`config.mk`:
```
export PLATFORM = sky130hd
export DESIGN_NAME = bbc_tag_mem
export DESIGN_NICKNAME = d
export VERILOG_FILES = /design/src/bbc_pkg.sv /design/src/bbc_tag_mem.sv
export SDC_FILE = /design/constraint.sdc
export NUM_CORES = 1
export LEC_CHECK = 0
export BUFFER_PORTS_ARGS = -buffer_cell sky130_fd_sc_hd__buf_2
export CAP_MARGIN = 10
export CORE_MARGIN = 4
export CORE_UTILIZATION = 38
export DETAILED_ROUTE_END_ITERATION = 6
export PLACE_DENSITY = 0.57
export SLEW_MARGIN = 40
export SYNTH_ARGS = -nofsm -noshare
export SYNTH_HDL_FRONTEND = slang
export SYNTH_SLANG_ARGS = --single-unit
```
`constraint.sdc`:
```
create_clock -name clk -period 5.07 [get_ports clk]
set_input_delay 1.014 -clock clk [delete_from_list [all_inputs] [get_ports clk]]
set_output_delay 1.014 -clock clk [all_outputs]
set_load 0.01 [all_outputs]
```
`src/bbc_pkg.sv`:
```
package bbc_pkg;

  localparam int ENTRIES_DEF = 32;

  localparam int DEV_W   = 8;
  localparam int BLK_W   = 32;
  localparam int SLOT_W  = 5;
  localparam int REFC_W  = 8;
  localparam int CMD_W   = 2;
  localparam int STAT_W  = 2;

  typedef enum logic [CMD_W-1:0] {
    CMD_GET     = 2'd0,
    CMD_WRITE   = 2'd1,
    CMD_RELEASE = 2'd2,
    CMD_DONE    = 2'd3
  } cmd_e_t;

  localparam logic [STAT_W-1:0] ST_HIT   = 2'd0;
  localparam logic [STAT_W-1:0] ST_NEW   = 2'd1;
  localparam logic [STAT_W-1:0] ST_FULL  = 2'd2;
  localparam logic [STAT_W-1:0] ST_UNDER = 2'd3;

  localparam logic [REFC_W-1:0] REFC_MAX = '1;

  // One table entry as it sits in the tag memory.
  typedef struct packed {
    logic [DEV_W-1:0]  dev;
    logic [BLK_W-1:0]  blk;
    logic [REFC_W-1:0] refc;
    logic              vld;
    logic              drt;
  } entry_t;

  // One result item as handed from the controller to the output register.
  typedef struct packed {
    logic [SLOT_W-1:0] result_slot;
    logic [STAT_W-1:0] status;
    logic              need_disk_read;
    logic              need_disk_write;
  } result_t;

endpackage

```
`src/bbc_tag_mem.sv`:
```
module bbc_tag_mem
  import bbc_pkg::*;
#(
  parameter int ENTRIES = ENTRIES_DEF
) (
  input  logic                       clk,
  input  logic                       rst,
  input  logic                       rd_en,
  input  logic [$clog2(ENTRIES)-1:0] rd_addr,
  output entry_t                     rd_data,
  input  logic                       wr_en,
  input  logic [$clog2(ENTRIES)-1:0] wr_addr,
  input  entry_t                     wr_data
);

  entry_t               mem [ENTRIES];
  entry_t               mem_q;
  logic [ENTRIES-1:0]   written;
  logic                 written_q;

  // An entry never written since reset reads as all zeros.
  always_ff @(posedge clk) begin
    if (wr_en) begin
      mem[wr_addr] <= wr_data;
    end
    if (rd_en) begin
      mem_q <= mem[rd_addr];
    end
  end

  always_ff @(posedge clk) begin
    if (rst) begin
      written   <= '0;
      written_q <= 1'b0;
    end else begin
      if (wr_en) begin
        written[wr_addr] <= 1'b1;
      end
      if (rd_en) begin
        written_q <= written[rd_addr];
      end
    end
  end

  assign rd_data = written_q ? mem_q : '0;

endmodule

```
=== Word-level counts from Yosys, hierarchy flattened ===
Memory sizes are Yosys's and may differ from the RTL's. A register that Yosys moved wholly into a read port is not among the register bits.
Cells that the tools add are included.
W data, S select, Z words.

* Register bits after elaboration: 33
* Memories: 1
* Word-level logic and storage cells: 15
* Input port bits: 64
* Bits in writable memories: 1600

* Reduce and logical (&&, ||, !) cells: 1
* Bitwise operators: 1
* Order comparisons: 3
* Muxes and demuxes: 7

{| class="wikitable"
|+ Memories
! memory !! words !! bits a word !! read ports !! clocked after memory_dff !! write ports !! RTL line !! RTL
|-
| mem || 32 || 50 || 1 || 1 || 1 || bbc_tag_mem.sv:16 || <nowiki>entry_t mem [ENTRIES];</nowiki>
|}

{| class="wikitable"
|+ Operator list
! cell !! number
|-
| $mux W50 || 1
|-
| $or A32 B32 Y32 || 1
|-
| $lt A5 B6 Y1 const B || 2
|-
| $bmux W1 S5 || 1
|-
| $demux W1 S5 || 1
|-
| $ge A5 B1 Y1 const B || 1
|-
| $mux W1 || 4
|-
| $logic_and A1 B1 Y1 || 1
|}

=== Logic depth before layout (Yosys ltp) ===
* Depth in word-level cells: 5
* Gate-level depth with buffers: 9
* Gate-level depth less buffers: 5

=== Least setup slack after synthesis ===
OpenSTA, ideal clock, no wires.

* Path kind: input port to flip-flop
* From: input port wr_addr[0]
* To: memory mem[12][0] in the netlist's numbering, enable pin
* Required time: 4611 ps
* Stages: 3
* Data arrival time: 3801 ps
* Setup slack: 809 ps
* Library setup time: 459 ps
* Path through: or3b_2 > clkbuf_1 > nor2_1

{| class="wikitable"
|+ RTL lines
! what !! RTL line !! RTL
|-
| start, declared || bbc_tag_mem.sv:12 || <nowiki>input logic [$clog2(ENTRIES)-1:0] wr_addr,</nowiki>
|-
| end, declared || bbc_tag_mem.sv:16 ||
|}

No word-level cell before the write port.

==> impl_results.md <==
- I/O pins: 114
- Min cycle time layout: 3.28 ns
- Startpoint kind of the worst setup timing path: register
- Syn_area_per_cell: 24.8 sq um
- DRC violation count after routing: 0
- Initial cell density of the core: 38.4%
- Fraction of the cycle the final worst path needs: 64.8%
- Synthesis-to-layout area growth: 15.4%
- Worst slack at placement: 1.40 ns
- Drt pass-1 iters: 5
- Half-perimeter wire length after detailed placement: 83,000 um
- Top library cells by usage in the layout, fill and taps aside: 1,650 x edfxtp_1, 500 x mux4_2, 171 x clkbuf_16, 107 x buf_2, 67 x nor2_1
- Met2 routed WL: 83,400 um
- Number of pins exceeding their max-slew limit in the final report: 0
- RD Place Congestion: 0.734
- Die outline area: 0.174 sq mm
- Routed met1 length: 62,400 um
- Horizontal extent of the die: 417 um
- Required time of the critical path: 4.06 ns
- Part of the total power dissipated in the clock network: 41.6%
- Via density per instance: 5.52
- Setup TNS after final layout: 0 ns
- Worst-margin pin slew: 0.810 ns
- Met3 WL post-DR: 10,200 um
- Status: completed
- Area of the mapped netlist: 0.0637 sq mm
- Most common cell after layout, fill and taps aside: edfxtp_1
- Number of buffers inserted during clock tree synthesis: 166
- Antenna viol nets, final: 0
- Leakage power summed over all cells: 0.0228 uW
- Total detailed-routing wirelength: 161,000 um
- Chip height: 417 um
- Number of maximum-capacitance violations: 0
- Number of warnings issued by yosys: 0
- Count of state elements after synthesis: 1,683
- Pwr/cell area: 394 mW/mm^2
- Number of synthesized flops with an enable pin: 1,650
- PnR worst setup slack: 1.79 ns
- Number of hold violations in the final report: 0
- Post-synthesis instance total: 2,564
- DRC marker count from the first detailed-route iteration: 3,374
- Crit Path Class: register to output pin
- Highest signal layer in the routed design: met5
- CTS H-Tree Depth: 4
- Clock edge transition at the registers on the reported setup and hold paths: 0.06 ns
- Biggest fanout along the worst timing path: 23
- Final nets: 2,884
- Sink Count: 1,683
- Int Pwr: 23,000 uW
- Std cell rows: 149
- Aggregate global routing overflow: 0
- Clock tree from TritonCTS: done
- Maximum number of buffers from clock root to sink: 3
- Critical Path AT: 2.27 ns
- Total global routing track utilization: 18.6%
- Register area share after synthesis: 78.9%
- Maximum number of pins on one net before global-route repair: 67
- Wire length of the first global-routing pass: 228,000 um
- Via total after detailed routing: 28,488
- Number of antenna violations at the first check in global routing: 19
- Count of buffers added by post-CTS timing repair for setup: 0
- Fmax: 0.305 GHz
- Async S/R FF share, synth: 0%
- Library cell used as clock root buffer: clkbuf_16
- Relative max-transition margin: 46.0%
- Unrepaired setup endpoints after global routing: no
- Fraction of final layout cells sized beyond drive strength 1: 35.1%
- Clock latency reported for the late side of the worst-skew pair: 0.78 ns
- Skew final: 0.0207 ns
- Placeable core area: 0.166 sq mm
- Total of cells resized after clock tree synthesis: 0
- Post-synth cell types: 24
- Average detailed-routed wire length per instance: 31.1 um
- Net switching fraction of the power: 20.5%
- Total of hold buffers inserted after clock tree synthesis: 0
- Proportion of power drawn by combinational gates: 4.6%
- IO Port Bufs: 113
- Worst voltage drop across the vdd grid: 382 uV
- Power spent charging and discharging nets: 5920 uW
- Capturing element type of the critical path: output pin
- Sequential share of power: 53.8%
- Number of global-route vias before repair: 30,149
- Syn nets: 2,628
- Final-report setup violation count: 0
- Type of the worst min-delay path: register to register
- Most common flop cell mapped by yosys: edfxtp_1
## cells in the mapped netlist (7+ instances only)
cell / count / share of area, %
dfxtp_1: 33 / 1.0
buf_4: 7 / 0.083
and2_1: 51 / 0.50
edfxtp_1: 1650 / 78
mux2i_1: 16 / 0.25
buf_1: 20 / 0.12
mux4_2: 500 / 18
buf_2: 32 / 0.25
mux2_2: 50 / 0.88
clkbuf_1: 68 / 0.40
nor2_1: 99 / 0.58
## power by group through the flow
stage                     Sequential, uW  Combinational [uW]  Clock (uW)
after floorplan                    15800                 814           0
after global placement             15800                1320           0
after detailed placement           15900                1360           0
after CTS                          15600                1370       12300
after global routing               15600                1440       12900
final                              15600                1340       12000
## through the flow
step                      cell area, sq um  hold slack, ns  util, %  total power (uW)  std cells
final                                73500           0.471     44.3             28900       5157
after global routing                 73500           0.503     44.3             29900       5149
after CTS                            73400           0.471     44.3             29200       5145
after detailed placement             68100           0.458     41.1             17200       4841
after global placement               68000           0.449     41.0             17200       4836
after floorplan                      63700           0.440        -             16600       2564
## cell type report
type                    instances  area, sq um
multi-input cells             751        13100
repair buffers                218         2070
well taps                    2189         2740
clock inverters                90          808
diodes                         12         30.0
fillers                     13586        92300
flip-flops and latches       1683        50200
clock buffers                 214         4490
## path summary, 6_finish.rpt
check / slack [ns] / cells past startpoint / to / startpoint
setup / recovery: 1.79 / 3 / rd_data[14] / written_q
hold / removal: 0.47 / 2 / written[6] / written[6]
setup reg to reg: 3.12 / 3 / mem_q[17] / mem[3][17]
hold reg to reg: 0.47 / 2 / written[6] / written[6]
## logic make-up (layout without fill, tap and decap cells)
logic type	Yosys count	count (layout)	synth area share, %
multiplexers	566	566	18.8
buffers and inverters	130	522	0.906
other	0	12	0
AO/OA/AOI/OAI	9	9	0.0963
AND/OR/NAND/NOR	176	176	1.33
flip-flops	1683	1683	78.9
## flip-flops by register name, indices dropped and copies added (netlist names)
name	count
mem	1600
written_q	1
mem_q	50
written	32
## critical path: stages, from the launching register on
cell	delay, ns
dfxtp_2	0.54
buf_4	0.45
and2_1	0.31
buf_2	0.18
## routing by layer
metal  GRT usage [%]  vias to the layer above
met4            5.90                       10
met2            32.2                     1033
met3            3.62                      264
li1                -                    11570
met5               0                        -
met1            23.8                    15611
Power figures use the tool's default switching activity.
